==> config.mk <==
export PLATFORM = sky130hd
export DESIGN_NAME = gftg_ctrl
export DESIGN_NICKNAME = d
export VERILOG_FILES = /design/src/design/gftg_pkg.sv /design/src/design/gftg_ctrl.sv
export SDC_FILE = /design/constraint.sdc
export NUM_CORES = 1
export LEC_CHECK = 0
export BUFFER_PORTS_ARGS = -buffer_cell sky130_fd_sc_hd__buf_2
export CORE_MARGIN = 2
export CORE_UTILIZATION = 45
export DETAILED_ROUTE_END_ITERATION = 12
export GPL_TIMING_DRIVEN = 0
export PLACE_DENSITY = 0.7
export SLEW_MARGIN = 25
export SYNTH_ARGS = -nofsm -noshare
export SYNTH_HDL_FRONTEND = slang
export SYNTH_SLANG_ARGS = --single-unit
==> constraint.sdc <==
create_clock -name clk -period 2.2 [get_ports clk]
set_input_delay 0.11 -clock clk [delete_from_list [all_inputs] [get_ports clk]]
set_output_delay 0.11 -clock clk [all_outputs]
set_load 0.005 [all_outputs]
==> src/design/gftg_pkg.sv <==
// ----------------------------------------------------------------------------
// gftg_pkg
// Shared types and constants for the trilinear field gather block.
// ----------------------------------------------------------------------------
package gftg_pkg;

	localparam int MAX_NODES = 32;
	localparam int IDX_W     = $clog2(MAX_NODES);
	localparam int ADDR_W    = 3 * IDX_W;
	localparam int FIELD_W   = 32;
	localparam int POS_W     = 32;
	localparam int INV_W     = 32;
	localparam int CNT_W     = 6;
	localparam int WT_W      = 17;
	localparam int PADDR_W   = 5;

	localparam logic OP_WRITE = 1'b0;
	localparam logic OP_QUERY = 1'b1;

	// register byte addresses
	localparam logic [PADDR_W-1:0] REG_INV_X   = 5'd0;
	localparam logic [PADDR_W-1:0] REG_INV_Y   = 5'd4;
	localparam logic [PADDR_W-1:0] REG_INV_Z   = 5'd8;
	localparam logic [PADDR_W-1:0] REG_NODES_X = 5'd12;
	localparam logic [PADDR_W-1:0] REG_NODES_Y = 5'd16;
	localparam logic [PADDR_W-1:0] REG_NODES_Z = 5'd20;

	localparam logic [INV_W-1:0] INV_RESET   = 32'h0100_0000;
	localparam logic [CNT_W-1:0] NODES_RESET = 6'd32;

	// controller to datapath
	typedef struct packed {
		logic       write_node;  // store the input node vector
		logic       load_axis;   // register position times reciprocal
		logic       axis_calc;   // derive node index and weight
		logic       rd_en;       // read one corner
		logic [2:0] corner;      // corner being read
		logic       acc_en;      // capture corner read data
		logic [2:0] acc_corner;  // corner whose read data is captured
		logic       blend_en;    // run blend tree step
		logic [2:0] blend_step;
		logic       out_load;    // load the output register
	} gftg_cmd_t;

	// datapath to controller
	typedef struct packed {
		logic bad;
	} gftg_stat_t;

endpackage

==> src/design/gftg_ctrl.sv <==
// ----------------------------------------------------------------------------
// gftg_ctrl
// Sequencer: accepts an item; an in-range query goes through axis math, eight
// corner reads and the blend tree, then hands the result to the output.
// ----------------------------------------------------------------------------
module gftg_ctrl
	import gftg_pkg::*;
(
	input  logic       clk,
	input  logic       arst_n,
	input  logic       in_valid,
	input  logic       in_opcode,
	output logic       in_ready,
	input  logic       out_busy,
	input  gftg_stat_t stat,
	output gftg_cmd_t  cmd
);

	typedef enum logic [6:0] {
		ST_IDLE  = 7'b0000001,
		ST_AXIS  = 7'b0000010,
		ST_CHECK = 7'b0000100,
		ST_READ  = 7'b0001000,
		ST_BLEND = 7'b0010000,
		ST_OUT   = 7'b0100000,
		ST_WAIT  = 7'b1000000
	} state_t;

	state_t     state_q;
	logic [2:0] cnt_q;
	logic       last_rd_q;
	logic       take;

	assign in_ready = (state_q == ST_IDLE);
	assign take     = in_valid && in_ready;

	// state register
	always_ff @(posedge clk or negedge arst_n) begin
		if (!arst_n) begin
			state_q   <= ST_IDLE;
			cnt_q     <= '0;
			last_rd_q <= 1'b0;
		end else begin
			last_rd_q <= (state_q == ST_READ) && (cnt_q == 3'd7);
			unique case (state_q)
				ST_IDLE: begin
					if (take && in_opcode == OP_QUERY) state_q <= ST_AXIS;
				end
				ST_AXIS: state_q <= ST_CHECK;
				ST_CHECK: begin
					cnt_q <= '0;
					if (stat.bad) state_q <= ST_OUT;
					else state_q <= ST_READ;
				end
				ST_READ: begin
					if (cnt_q == 3'd7) begin
						state_q <= ST_BLEND;
						cnt_q   <= '0;
					end else begin
						cnt_q <= cnt_q + 3'd1;
					end
				end
				ST_BLEND: begin
					// first blend cycle only captures the last corner
					if (!last_rd_q) cnt_q <= cnt_q + 3'd1;
					if (cnt_q == 3'd3) state_q <= ST_OUT;
				end
				ST_OUT: begin
					if (!out_busy) state_q <= ST_IDLE;
					else state_q <= ST_WAIT;
				end
				ST_WAIT: begin
					if (!out_busy) state_q <= ST_IDLE;
				end
				default: state_q <= ST_IDLE;
			endcase
		end
	end

	logic [2:0] rd_q;
	logic       acc_q;
	// read data arrives in the cycle after the address
	always_ff @(posedge clk or negedge arst_n) begin
		if (!arst_n) begin
			rd_q  <= '0;
			acc_q <= 1'b0;
		end else begin
			rd_q  <= cnt_q;
			acc_q <= (state_q == ST_READ);
		end
	end

	// command decode
	always_comb begin
		cmd            = '0;
		cmd.write_node = take && in_opcode == OP_WRITE;
		cmd.load_axis  = take && in_opcode == OP_QUERY;
		cmd.axis_calc  = (state_q == ST_AXIS);
		cmd.rd_en      = (state_q == ST_READ);
		cmd.corner     = cnt_q;
		cmd.acc_en     = acc_q;
		cmd.acc_corner = rd_q;
		cmd.blend_en   = (state_q == ST_BLEND) && !last_rd_q;
		cmd.blend_step = cnt_q;
		cmd.out_load   = ((state_q == ST_OUT) || (state_q == ST_WAIT)) && !out_busy;
	end

endmodule

# After elaboration in Yosys (flattened, before gate mapping)
# Cells that the tools add are included.
[totals] regBits=15 latchBits=0 ram_bits=0 mem_bits_ro=0 input_bits=6 word_cells=43 mem_count=0
[classes] n_addsub=1 mul=0 div_mod_pow=0 order_cmp=0 n_eq_ne=14 shifts=0 mux=10 bitwise_logic=1 n_reduce_logical=12
[op_table] cell="7-bit case mux with 7 select lines" n=1
[op_table] cell="7-bit 2-to-1 mux" n=5
[op_table] cell="3-bit case mux with 3 select lines" n=1
[op_table] cell="7-bit by 1-bit == test with 1-bit output, second input constant" n=1
[op_table] cell="7-bit by 2-bit == test with 1-bit output, second input constant" n=1
[op_table] cell="7-bit by 3-bit == test with 1-bit output, second input constant" n=1
[op_table] cell="7-bit by 4-bit == test with 1-bit output, second input constant" n=1
[op_table] cell="7-bit by 5-bit == test with 1-bit output, second input constant" n=1
[op_table] cell="7-bit by 6-bit == test with 1-bit output, second input constant" n=1
[op_table] cell="7-bit == test, second input constant" n=1
[op_table] cell="1-bit logical AND" n=6
[op_table] cell="3-bit 2-to-1 mux" n=2
[op_table] cell="6-bit 2-to-1 mux" n=1
[op_table] cell="2-bit inequality test, second input constant" n=3
[op_table] cell="2-bit by 1-bit inequality test with 1-bit output, second input constant" n=2
[op_table] cell="4-bit AND reduction" n=1
[op_table] cell="3-bit by 1-bit adder with 3-bit output, second input constant" n=1
[op_table] cell="3-bit by 2-bit == test with 1-bit output, second input constant" n=1
[op_table] cell="3-bit == test, second input constant" n=1
[op_table] cell="3-bit nonzero test" n=1
[op_table] cell="1-bit zero test" n=2
[op_table] cell="2-bit AND reduction" n=1
[op_table] cell="1-bit logical OR" n=1
[op_table] cell="1-bit NOT" n=1

# Logic depth before layout (Yosys ltp)
[logic_depth] depth_word=5 ltp_mapped=6

# Least setup slack after synthesis
# No wires, ideal clock.
[synth_path] path_type="reg-to-reg" startpoint="reg state_q[6]" endpoint="reg state_q[0]" setup_time_ns=0.084 arrival_ns=1.873 required_time_ns=2.116 path_slack_ns=0.243 path_stages_with_launch=7 n_path_buf=2 period_less_slack_ns=1.957 cell_sequence="dfrtp_1 > buf_6 > or4_4 > buf_6 > or4_4 > a32oi_1 > o21ai_1"
[synth_via] elab_chain_cells=5 word_cells_on_any_way=15 cone_classes="eq/ne: 11; mux: 1; reduce/logical: 3"
[synth_rtl] item="start: declaration" line="gftg_ctrl.sv:29" rtl="state_t state_q;"
[synth_rtl] item="start signal: assignment" line="gftg_ctrl.sv:40" rtl="state_q <= ST_IDLE;"
[synth_rtl] item="start signal: assignment" line="gftg_ctrl.sv:47" rtl="if (take && in_opcode == OP_QUERY) state_q <= ST_AXIS;"
[synth_rtl] item="start signal: assignment" line="gftg_ctrl.sv:49" rtl="ST_AXIS: state_q <= ST_CHECK;"
[synth_rtl] item="7-bit by 1-bit == test with 1-bit output" line="gftg_ctrl.sv:34, gftg_ctrl.sv:45"
[synth_rtl] item="1-bit logical AND" line="gftg_ctrl.sv:35" rtl="assign take = in_valid && in_ready;"
[synth_rtl] item="1-bit logical AND" line="gftg_ctrl.sv:47"
[synth_rtl] item="2-bit by 1-bit inequality test with 1-bit output (no source line)"
[synth_rtl] item="4-bit AND reduction (no source line)"
# Several ways; a longest one is shown, not always the timed one.
# A chain may end at the register's enable or synchronous reset.

==> run metrics <==
outcome finished clean; Final setup viols 0; post-place setup slack 0.1610 ns; hold path cells 2; VDD IR-drop max 0.4947 mV; Initial Utilization 0.4912; Slew @ Worst Pin 0.4481 ns; Vias 751; YS warnings 0; Slew Viols, Final 0; vias in the first global route 658; # diodes 0; total CTS buffers 3; setup slack, reg-to-reg 0.16 ns; CTS tree built; Cell Pwr Density about 780 nW/µm²; # DRC 0; worst skew pair latency 0.28 ns; most common cell in the synthesized netlist dfrtp_1; Setup CP Type reg -> out; GPL Wtd Cong 0.8862; worst reg-to-reg path cell count 6; final WL roughly 1900 µm; synthesized area per cell 10.07 µm²; post-synth top area cell dfrtp_1; FP Rows 15; drt pass-1 iters 4; Syn Inst Count 87; vias per cell between 5 and 6; Post-synth EDFFs 0; async set or reset register ratio after synthesis 1.000; Worst slew margin 0.7013; design area 1072 µm²; Leakage 0.5808 nW; top-level port count 23; Synth top area share 0.4000; RSZ-0062 raised after global routing false; initial antenna violation count 0; CP Launch Type register; worst min path class in -> reg; CP Max Fanout 8; Post-Syn Area 875.8 µm²; Clock Skews 0.004110 ns; area grow syn2layout 22.43%; grt ovf 0; WL/cell roughly 13 µm; max_cap viols 0; Clock Sink Count 15; setup ws final 0.1107 ns; Cell variety after synth 37; fin nets approximately 120; DP Wirelength ~1400 µm; Area contributors post-synth dfrtp_1, ha_1, nor3_1, buf_4, dfstp_2; f_max 478.6 MHz; ys flop type dfrtp_1; Critical Path AT 1.98 ns; Period Utilization, post-route 0.9497; Die X-Extent 48.12 µm; Total GRT Usage 0.1794; Root Driver clkbuf_4; share of cells above drive strength 1 0.3596; Mapped Nets 96; Final Util 0.6014; DIE AREA 2315 µm²; H-tree depth 1; most frequent cells after synthesis dfrtp_1, nor2_1, nor3_1; Placed Instance Area between 1000 and 1500 µm²; flops & latches, synth 15; Detailed Route Iter0 Violations 18; Worst-path clk slew roughly 0.090 ns; WP data required 2.09 ns; Core Region 1783 µm²; largest net degree at the start of global routing 16; register area share after synthesis 0.4300; Final ANT Viol Nets 0; Setup TNS 0 ns; maximum root-to-sink buffer count 2; Final Hold Viols 0; Die Height 48.12 µm; Hold Slack 0.09462 ns; endpoint type of the worst setup path output pin; # port buffers 22; crit path time final 2.089 ns; global-route wire length before repair between 2000 and 3000 µm
cells by family (layout without fill, tap and decap cells):
family / after synthesis / after routing / share of synthesized area
buffers and inverters: 12 / 39 / 0.08571
xor gates and xnor gates: 3 / 3 / 0.03001
muxes: 3 / 3 / 0.03857
and+or+nand+nor: 37 / 37 / 0.2586
AOI/OAI and AO/OA: 13 / 13 / 0.1028
adders and majority gates: 4 / 4 / 0.05429
DFF: 15 / 15 / 0.4300
worst max-delay path, stage by stage (launching register included):
cell and delay (ns):
dfrtp_2 0.48, or4_4 0.58, nor4b_4 0.35, and3b_1 0.19
buf_2 0.10
registers in the layout, summed over array words and instances, names as in the netlist:
register,cells
acc_q,1
last_rd_q,1
rd_q,3
cnt_q,3
state_q,7
cell usage in the layout, fill, tap and decap left out, types with 3 or more instances in the layout:
master | netlist | final
nor2_1 | 7 | 7
dfrtp_1 | 14 | 13
clkbuf_4 | 0 | 3
nand2_1 | 5 | 5
clkbuf_1 | 4 | 3
or4_4 | 2 | 3
buf_4 | 4 | 5
buf_2 | 0 | 22
and3_1 | 3 | 3
nor3_1 | 6 | 6
ha_1 | 3 | 3
where the power goes:
part / internal, mW / switching (mW) / total [mW]
Sequential: 0.319 / 0.0424 / 0.362
Combinational: 0.175 / 0.141 / 0.316
Clock: 0.0676 / 0.0891 / 0.157
Total: 0.562 / 0.273 / 0.834
final cells by class:
type / instances / area, µm²
buffer: 9 / 63.81
clock buffer: 3 / 22.52
clock inverter: 1 / 5.005
fill: 157 / 710.7
inverter: 2 / 7.507
multi-input combinational: 60 / 436.7
sequential: 15 / 377.9
tap: 25 / 31.28
timing repair buffer: 24 / 127.6
routing by layer:
layer	up-vias	part of all wire	GRT usage
met5	-	0	0
met4	0	0.015	0.09730
met3	5	0.035	0.02963
met2	24	0.50	0.2773
met1	352	0.44	0.2401
li1	370	-	-
worst paths after layout:
path                       startpoint    endpoint
hold / removal               in_valid  state_q[1]
hold reg to reg              cnt_q[0]     rd_q[0]
min in group asynchronous      arst_n    cnt_q[2]
max in group asynchronous      arst_n  state_q[0]
setup reg to reg           state_q[6]  state_q[0]
setup / recovery           state_q[5]     cmd[15]
per-stage QoR:
step	cells	power (mW)
6_report	139	0.8342
5_1_grt	139	0.8904
4_1_cts	139	0.8426
3_5_place_dp	134	0.6511
3_3_place_gp	134	0.6374
2_1_floorplan	87	0.5493
timing repair:
| action | in CTS | in global routing |
|---|---|---|
| hold endpoints to repair | 14 | 0 |
| endpoints found under the setup margin | 3 | 1 |
| pin swaps | 1 | 0 |
| hold buffers | 1 | 0 |
| setup buffers | 1 | 0 |
| resized for setup | 2 | 1 |
No activity file was read; power rests on OpenSTA's default activity.
